### src/rtl/ccah_pkg.sv
// Shared types, constants and angle table for the compass calibration and heading unit.
package ccah_pkg;

  localparam int HeadingFracBits = 6;
  localparam int CordicStepsReq  = 16;
  localparam int TableLen        = 24;
  localparam int CordicSteps     = (CordicStepsReq > TableLen) ? TableLen : CordicStepsReq;
  localparam int AngBits         = 24;
  localparam int RoundShift      = AngBits - HeadingFracBits;
  localparam int AccW            = 34;
  localparam int VecW            = 36;
  localparam int StepW           = 5;

  localparam logic [2:0]  StatusMask   = 3'h7;
  localparam logic [15:0] CalibReset   = 16'd100;
  localparam logic signed [15:0] MaxReset = -16'sd32768;
  localparam logic signed [15:0] MinReset = 16'sd32767;
  localparam logic signed [AccW-1:0] Acc180 = AccW'(64'd180 << AngBits);
  localparam logic signed [AccW-1:0] Full360 = AccW'(64'd360 << HeadingFracBits);
  localparam logic signed [AccW-1:0] RoundHalf = AccW'(64'd1 << (RoundShift - 1));

  // atan(2^-i) in 2^-24 degree units
  function automatic logic signed [AccW-1:0] atan_entry(input logic [StepW-1:0] i);
    logic signed [AccW-1:0] v;
    v = '0;
    case (i)
      5'd0:  v = 34'sd754974720;
      5'd1:  v = 34'sd445687602;
      5'd2:  v = 34'sd235489088;
      5'd3:  v = 34'sd119537938;
      5'd4:  v = 34'sd60000934;
      5'd5:  v = 34'sd30029717;
      5'd6:  v = 34'sd15018523;
      5'd7:  v = 34'sd7509720;
      5'd8:  v = 34'sd3754917;
      5'd9:  v = 34'sd1877466;
      5'd10: v = 34'sd938734;
      5'd11: v = 34'sd469367;
      5'd12: v = 34'sd234684;
      5'd13: v = 34'sd117342;
      5'd14: v = 34'sd58671;
      5'd15: v = 34'sd29335;
      5'd16: v = 34'sd14668;
      5'd17: v = 34'sd7334;
      5'd18: v = 34'sd3667;
      5'd19: v = 34'sd1833;
      5'd20: v = 34'sd917;
      5'd21: v = 34'sd458;
      5'd22: v = 34'sd229;
      5'd23: v = 34'sd115;
      default: v = '0;
    endcase
    return v;
  endfunction

  // work item handed from front to back
  typedef struct packed {
    logic               ready;
    logic               calibrating;
    logic               range_err;
    logic               run;
    logic signed [16:0] cx;
    logic signed [16:0] cy;
    logic [15:0]        rx;
    logic [15:0]        ry;
  } job_t;

endpackage

### src/rtl/ccah_front.sv
// Front end: takes polls, tracks calibration min/max and centers run-phase samples.
module ccah_front (
  input  logic                 clk,
  input  logic                 rst_n,
  input  logic                 cfg_valid,
  input  logic [15:0]          cfg_calib_samples,
  input  logic                 in_fire,
  input  logic [7:0]           in_status_byte,
  input  logic [7:0]           in_x_low_byte,
  input  logic [7:0]           in_x_high_byte,
  input  logic [7:0]           in_y_low_byte,
  input  logic [7:0]           in_y_high_byte,
  output ccah_pkg::job_t       job
);
  import ccah_pkg::*;

  logic [15:0]        calib_samples_r;
  logic signed [15:0] x_max_r, x_min_r, y_max_r, y_min_r;
  logic [15:0]        calib_count_r;
  logic               run_phase_r;

  logic               rdy;
  logic signed [15:0] xv, yv;
  logic [15:0]        cnt_nxt;
  logic signed [16:0] sx, sy, mx, my, rxs, rys;

  assign rdy = (in_status_byte[2:0] & StatusMask) != 3'd0 && in_status_byte[0];
  assign xv  = {in_x_high_byte, in_x_low_byte};
  assign yv  = {in_y_high_byte, in_y_low_byte};
  assign cnt_nxt = calib_count_r + 16'd1;

  always_comb begin
    sx  = 17'(x_max_r) + 17'(x_min_r);
    sy  = 17'(y_max_r) + 17'(y_min_r);
    // truncate toward zero
    mx  = (sx + ((sx < 0) ? $signed({16'd0, sx[0]}) : 17'sd0)) >>> 1;
    my  = (sy + ((sy < 0) ? $signed({16'd0, sy[0]}) : 17'sd0)) >>> 1;
    rxs = 17'(x_max_r) - 17'(x_min_r);
    rys = 17'(y_max_r) - 17'(y_min_r);
    job.ready       = rdy;
    job.calibrating = !run_phase_r;
    job.range_err   = rdy && run_phase_r && (rxs <= 0 || rys <= 0);
    job.run         = rdy && run_phase_r && !(rxs <= 0 || rys <= 0);
    job.cx          = 17'(xv) - mx;
    job.cy          = 17'(yv) - my;
    job.rx          = rxs[15:0];
    job.ry          = rys[15:0];
  end

  always_ff @(posedge clk) begin
    if (!rst_n) begin
      calib_samples_r <= CalibReset;
      x_max_r <= MaxReset;
      x_min_r <= MinReset;
      y_max_r <= MaxReset;
      y_min_r <= MinReset;
      calib_count_r <= '0;
      run_phase_r <= 1'b0;
    end else begin
      if (cfg_valid) calib_samples_r <= cfg_calib_samples;
      if (in_fire && rdy && !run_phase_r) begin
        if (xv < x_min_r) x_min_r <= xv;
        if (xv > x_max_r) x_max_r <= xv;
        if (yv < y_min_r) y_min_r <= yv;
        if (yv > y_max_r) y_max_r <= yv;
        calib_count_r <= cnt_nxt;
        if (cnt_nxt >= calib_samples_r || cnt_nxt == 16'd0) run_phase_r <= 1'b1;
      end
    end
  end
endmodule

### src/rtl/ccah_queue.sv
// Two-entry queue of jobs between front and back.
module ccah_queue (
  input  logic           clk,
  input  logic           rst_n,
  input  logic           push,
  input  ccah_pkg::job_t push_job,
  output logic           full,
  input  logic           pop,
  output logic           not_empty,
  output ccah_pkg::job_t head_job
);
  import ccah_pkg::*;

  job_t       mem_r [2];
  logic       wptr_r, rptr_r;
  logic [1:0] cnt_r;

  assign full      = cnt_r == 2'd2;
  assign not_empty = cnt_r != 2'd0;
  assign head_job  = mem_r[rptr_r];

  always_ff @(posedge clk) begin
    if (push) mem_r[wptr_r] <= push_job;
  end

  always_ff @(posedge clk) begin
    if (!rst_n) begin
      wptr_r <= 1'b0;
      rptr_r <= 1'b0;
      cnt_r  <= '0;
    end else begin
      if (push) wptr_r <= !wptr_r;
      if (pop) rptr_r <= !rptr_r;
      cnt_r <= cnt_r + 2'(push) - 2'(pop);
    end
  end
endmodule

### src/rtl/ccah_back.sv
// Back end: scaling multiplies, iterative CORDIC vectoring, rounding and result register.
module ccah_back (
  input  logic           clk,
  input  logic           rst_n,
  input  logic           job_avail,
  input  ccah_pkg::job_t job_in,
  output logic           job_pop,
  output logic           out_valid,
  input  logic           out_ready,
  output logic [14:0]    out_heading,
  output logic           out_heading_valid,
  output logic           out_calibrating,
  output logic           out_sample_taken,
  output logic           out_range_error
);
  import ccah_pkg::*;

  typedef enum logic [1:0] {S_IDLE, S_MUL, S_ROT, S_FIN} state_t;

  state_t                 state_r;
  job_t                   job_r;
  logic signed [VecW-1:0] x_r, y_r;
  logic signed [AccW-1:0] acc_r;
  logic [StepW-1:0]       step_r;
  logic                   out_valid_r;
  logic [14:0]            heading_r;
  logic                   hv_r, cal_r, st_r, re_r;

  logic signed [34:0]     px, py;
  logic signed [VecW-1:0] dx, dy;
  logic signed [AccW-1:0] hsum, hval;

  assign job_pop = state_r == S_IDLE && job_avail;

  always_comb begin
    px   = job_r.cx * $signed({1'b0, job_r.ry});
    py   = job_r.cy * $signed({1'b0, job_r.rx});
    dx   = y_r >>> step_r;
    dy   = x_r >>> step_r;
    hsum = (acc_r + RoundHalf) >>> RoundShift;
    hval = (hsum <= 0) ? hsum + Full360 : hsum;
  end

  always_ff @(posedge clk) begin
    if (!rst_n) begin
      state_r     <= S_IDLE;
      out_valid_r <= 1'b0;
    end else begin
      if (out_valid_r && out_ready && state_r != S_FIN) out_valid_r <= 1'b0;
      unique case (state_r)
        S_IDLE: begin
          if (job_avail) begin
            job_r   <= job_in;
            acc_r   <= '0;
            step_r  <= '0;
            state_r <= job_in.run ? S_MUL : S_FIN;
          end
        end
        S_MUL: begin
          if (px == 0 && py == 0) begin
            state_r <= S_FIN;
          end else if (px < 0) begin
            x_r     <= -VecW'(px);
            y_r     <= -VecW'(py);
            acc_r   <= Acc180;
            state_r <= S_ROT;
          end else begin
            x_r     <= VecW'(px);
            y_r     <= VecW'(py);
            state_r <= S_ROT;
          end
        end
        S_ROT: begin
          if (y_r < 0) begin
            x_r   <= x_r - dx;
            y_r   <= y_r + dy;
            acc_r <= acc_r - atan_entry(step_r);
          end else begin
            x_r   <= x_r + dx;
            y_r   <= y_r - dy;
            acc_r <= acc_r + atan_entry(step_r);
          end
          step_r <= step_r + 1'b1;
          if (step_r == StepW'(CordicSteps - 1)) state_r <= S_FIN;
        end
        S_FIN: begin
          if (!out_valid_r || out_ready) begin
            out_valid_r <= 1'b1;
            heading_r   <= job_r.run ? hval[14:0] : 15'd0;
            hv_r        <= job_r.run;
            cal_r       <= job_r.calibrating;
            st_r        <= job_r.ready;
            re_r        <= job_r.range_err;
            state_r     <= S_IDLE;
          end
        end
        default: state_r <= S_IDLE;
      endcase
    end
  end

  assign out_valid         = out_valid_r;
  assign out_heading       = heading_r;
  assign out_heading_valid = hv_r;
  assign out_calibrating   = cal_r;
  assign out_sample_taken  = st_r;
  assign out_range_error   = re_r;
endmodule

### src/rtl/compass_calibrate_and_heading_unit.sv
// Compass calibration and heading unit: top level.
// One result per poll. Polls enter a two-entry queue, which takes new polls while
// it has room; the back end pops one poll at a time. A poll that needs no heading
// goes from the queue pop straight to the result register; a zero centered vector
// also passes the multiply state; a heading takes the queue pop, the multiply
// state, 16 CORDIC vectoring iterations on a shared add/shift unit and a rounding
// step into the result register, which waits on out_ready. Configuration
// writes are always accepted and must only be issued while the unit is idle.
module compass_calibrate_and_heading_unit (
  input  logic        clk,
  input  logic        rst_n,
  input  logic        cfg_valid,
  output logic        cfg_ready,
  input  logic [15:0] cfg_calib_samples,
  input  logic        in_valid,
  output logic        in_ready,
  input  logic [7:0]  in_status_byte,
  input  logic [7:0]  in_x_low_byte,
  input  logic [7:0]  in_x_high_byte,
  input  logic [7:0]  in_y_low_byte,
  input  logic [7:0]  in_y_high_byte,
  output logic        out_valid,
  input  logic        out_ready,
  output logic [14:0] out_heading,
  output logic        out_heading_valid,
  output logic        out_calibrating,
  output logic        out_sample_taken,
  output logic        out_range_error
);
  import ccah_pkg::*;

  job_t fe_job, q_job;
  logic q_full, q_avail, q_pop, in_fire;

  assign cfg_ready = 1'b1;
  assign in_ready  = !q_full;
  assign in_fire   = in_valid && in_ready;

  ccah_front u_front (
    .clk, .rst_n,
    .cfg_valid,
    .cfg_calib_samples,
    .in_fire,
    .in_status_byte, .in_x_low_byte, .in_x_high_byte, .in_y_low_byte, .in_y_high_byte,
    .job (fe_job)
  );

  ccah_queue u_queue (
    .clk, .rst_n,
    .push      (in_fire),
    .push_job  (fe_job),
    .full      (q_full),
    .pop       (q_pop),
    .not_empty (q_avail),
    .head_job  (q_job)
  );

  ccah_back u_back (
    .clk, .rst_n,
    .job_avail (q_avail),
    .job_in    (q_job),
    .job_pop   (q_pop),
    .out_valid, .out_ready,
    .out_heading, .out_heading_valid, .out_calibrating,
    .out_sample_taken, .out_range_error
  );
endmodule

### config.mk
export PLATFORM = sky130hd
export DESIGN_NAME = compass_calibrate_and_heading_unit
export DESIGN_NICKNAME = d
export VERILOG_FILES = /design/src/rtl/ccah_pkg.sv /design/src/rtl/ccah_front.sv /design/src/rtl/ccah_queue.sv /design/src/rtl/ccah_back.sv /design/src/rtl/compass_calibrate_and_heading_unit.sv
export SDC_FILE = /design/constraint.sdc
export NUM_CORES = 2
export LEC_CHECK = 0
export ABC_CLOCK_PERIOD_IN_PS = 12210
export BUFFER_PORTS_ARGS = -buffer_cell sky130_fd_sc_hd__buf_2
export CORE_MARGIN = 1.5
export CORE_UTILIZATION = 40
export CTS_CLUSTER_DIAMETER = 120
export DETAILED_ROUTE_END_ITERATION = 6
export GPL_TIMING_DRIVEN = 0
export SLEW_MARGIN = 10
export SYNTH_ARGS = -nofsm -noshare
export SYNTH_HDL_FRONTEND = slang
export SYNTH_SLANG_ARGS = --single-unit
### constraint.sdc
create_clock -name clk -period 12.21 [get_ports clk]
set_clock_uncertainty 0.2 [all_clocks]
set_input_delay 3.663 -clock clk [delete_from_list [all_inputs] [get_ports clk]]
set_output_delay 3.663 -clock clk [all_outputs]
set_load 0.01 [all_outputs]
==> impl_metrics.py <==
metrics = {
    "route": {
        "drt-total-wl_um": 179000,
        "num_vias": 47200,
        "vias_per_cell": 5.62,
        "drt_iter0_drc": 3920,
        "drc": 0,
        "wl_per_cell_um": 21.4,
        "dr.pass1.iters": 6,
        "postRouteAntennaNets": 0,
    },
    "worst_setup_path": {
        "max_stage_delay_ps": 970,
        "worstSetupPathType": "reg2reg",
        "worst-path-max-fanout": 28,
        "crit_required_ps": 12400,
        "critPathLaunchType": "flip-flop",
        "path_cells": "clkbuf_1, clkbuf_1, nand2_1, fa_1, fa_1, fa_1, fa_1, fa_1, fa_1, inv_1, ha_1, clkbuf_1, and4_1, and4_1, o311a_1, a2111oi_0, nor4b_2, and3_1, nand4_1, nor4b_1, nor2_4, buf_12",
        "endpoint_kind": "flip-flop",
        "cp_slowest_cell": "a2111oi_0",
        "arrival_ps": 10010,
        "cp_common_cell": "fa_1",
    },
    "layout": {
        "area_growth_pct": 8.28,
        "post-route-util_pct": 43.7,
        "final_area_um2": 63800,
        "fin_nets": 7531,
        "drive_gt1_share_pct": 6.78,
    },
    "global_route": {
        "grt_overflow": 0,
        "grt.busiest_layer": "met2",
        "grt.total_usage_pct": 23.8,
        "antenna_found_initial": 2,
        "grt_use_met2_pct": 39.3,
        "grt_pass1_vias": 47400,
        "gr-usage-met1_pct": 31.7,
        "grt_first_pass_wirelength_um": 279000,
        "grt_max_degree": 56,
        "use_met3_pct": 3.60,
    },
    "timing": {
        "max_slew_margin_pct": 19.8,
        "final-setup-viol-count": 0,
        "fin_crit_sh_pct": 80.4,
        "fin_crit_ps": 9820,
        "worstMarginPinSlew_ps": 1200,
        "rsz0062_at_grt": "false",
        "slew_viol_final": 0,
        "hold_viol": 0,
        "fin_tns_setup_ps": 0,
        "max_freq_mhz": 102,
        "fin_hold_ws_ps": 230,
    },
    "clocking": {
        "clk_latency_ps": 670,
        "root_buffer": "clkbuf_16",
        "clk_pin_slew_ps": 60,
        "ctsResizeCount": 0,
        "cts.sinks": 475,
        "numCtsBuffers": 55,
        "htree_levels": 2,
        "cts_tree": "built",
        "cts_setup_buffers": 0,
        "postCtsHoldBufs": 0,
        "cts_max_path_buffers": 3,
    },
    "synth": {
        "syn_inst": 6289,
        "synthSimpleGateAreaFrac_pct": 16.2,
        "synthesis.nets": 7393,
        "synth_flop_cell": "edfxtp_1",
        "synth-xor-area-share_pct": 6.48,
        "synth_area_leaders": "fa_1 19%, edfxtp_1 17%, ha_1 10%",
        "synth_area_per_cell_um2": 9.36,
        "synth_edf_count": 340,
        "yosysMostFrequentCell": "nand2_1",
        "yosys_warnings": 0,
        "synth_compound_area_share_pct": 12.5,
        "synthMuxAreaShare_pct": 7.20,
        "synth_adder_area_share_pct": 29.4,
        "synth_top_family_by_area": "adder cells",
        "synth_commonest_cells": "721 x nand2_1, 667 x inv_1, 567 x fa_1",
        "synth_top_area_share_pct": 19.3,
        "yosys.area.top_type": "fa_1",
        "async_reset_ff_share_pct": 0,
        "synthesis.area_um2": 58900,
        "synth-seq-cells": 475,
        "seq_area_frac_synth_pct": 21.9,
        "ys_types": 105,
    },
    "placement": {
        "post-dp-hpwl_um": 146000,
        "numPortBuffers": 73,
        "gp_congestion": 1.00,
        "placedInstanceArea_um2": 61900,
    },
    "floorplanning": {
        "row_count": 140,
        "fp.dieArea_um2": 150000,
        "dieHeight_um": 387,
        "initial_core_util_pct": 40.4,
        "core_area_um2": 146000,
        "fp.dieW_um": 387,
        "ios": 83,
    },
    "job": {
        "maxCapViolCount": 0,
    },
    "hold_path": {
        "hold_path.class": "reg2reg",
    },
    "outcome": {
        "status": "finished, final reports clean",
    },
}
==> through the flow <==
stage	std cells	setup slack, ps
after global routing	8391	1990
after detailed placement	8287	2540
final	8393	2390
after global placement	8279	-597
after CTS	8391	2480
after floorplan	6289	2350
==> state kept, by name, summed over array words and instances, names as in the netlist, named ones only <==
signal,count
u_queue.mem_r,140
u_back.job_r,70
u_back.x_r,36
u_back.y_r,36
u_back.acc_r,34
u_front.calib_count_r,16
u_front.calib_samples_r,16
u_front.x_max_r,16
u_front.x_min_r,16
u_front.y_max_r,16
u_front.y_min_r,16
u_back.out_heading,15
u_back.step_r,5
u_back.state_r,2
u_queue.cnt_r,2
u_back.out_calibrating,1
u_back.out_heading_valid,1
u_back.out_range_error,1
u_back.out_sample_taken,1
u_back.out_valid,1
u_front.run_phase_r,1
u_queue.rptr_r,1
u_queue.wptr_r,1
==> layer usage <==
| layer | part of all wire, % | vias up |
|---|---|---|
| met1 | 43 | 23200 |
| met3 | 6.7 | 329 |
| li1 | - | 21900 |
| met2 | 46 | 1664 |
| met5 | 0.011 | - |
| met4 | 3.7 | 4 |
==> cell type report <==
| class | count | area (µm²) |
|---|---|---|
| diodes | 2 | 5.00 |
| well taps | 1917 | 2400 |
| multi-input cells | 4875 | 42300 |
| repair buffers | 81 | 556 |
| plain buffers | 269 | 1160 |
| inverters | 670 | 2510 |
| flip-flops and latches | 475 | 12900 |
| clock buffers | 75 | 1560 |
| fillers | 14300 | 82200 |
| clock inverters | 29 | 323 |
==> logic make-up after synthesis <==
| family | Yosys count |
|---|---|
| flip-flops | 475 |
| multiplexers | 288 |
| other | 1 |
| XOR/XNOR | 434 |
| adder cells (fa/ha/maj) | 1043 |
| buffers and inverters | 939 |
| AND/OR/NAND/NOR | 1952 |
| AO/OA/AOI/OAI | 1157 |
==> cell usage in the layout (no fill, tap or decap), types with 26 or more instances in the layout <==
master     count
a21o_1       109
a31oi_1       55
edfxtp_1     340
ha_1         476
a211oi_1      46
mux2i_1       95
nand2_1      721
o22ai_1       26
a21oi_1      342
dfxtp_1      135
nand2b_1      55
inv_1        667
and2_1       253
o21a_1        56
o211ai_1      32
nand3_1      119
clkbuf_16     58
nor3_1       111
nor2_1       342
nor2b_1       81
mux2_2        99
nand4_1       37
xor2_1       166
fa_1         567
or3_1         39
and3_1        55
mux4_2        79
clkbuf_1     223
o21bai_1      29
o21ai_0      237
buf_2         88
xnor2_1      267
==> path summary, 6_finish.rpt <==
kind / startpoint / end / slack [ps] / depth (start not counted)
worst max-delay path: u_back.job_r[6] / u_back.x_r[12] / 2390 / 22
worst min-delay path: u_back.job_r[69] / u_back.out_sample_taken / 230 / 0
worst max register to register: u_back.job_r[6] / u_back.x_r[12] / 2390 / 22
worst min register to register: u_back.job_r[69] / u_back.out_sample_taken / 230 / 0
==> worst max-delay path: cells and delay by family (launching register included) <==
kind | cells | cell delay (ps)
AO/OA/AOI/OAI | 2 | 1320
flip-flops | 1 | 320
adder cells (fa/ha/maj) | 7 | 3280
AND/OR/NAND/NOR | 8 | 2810
buffers and inverters | 5 | 1570
Power is left out: the tool's default activity adds up to more than one toggle a clock period on the data nets, which glitch-free logic cannot reach.
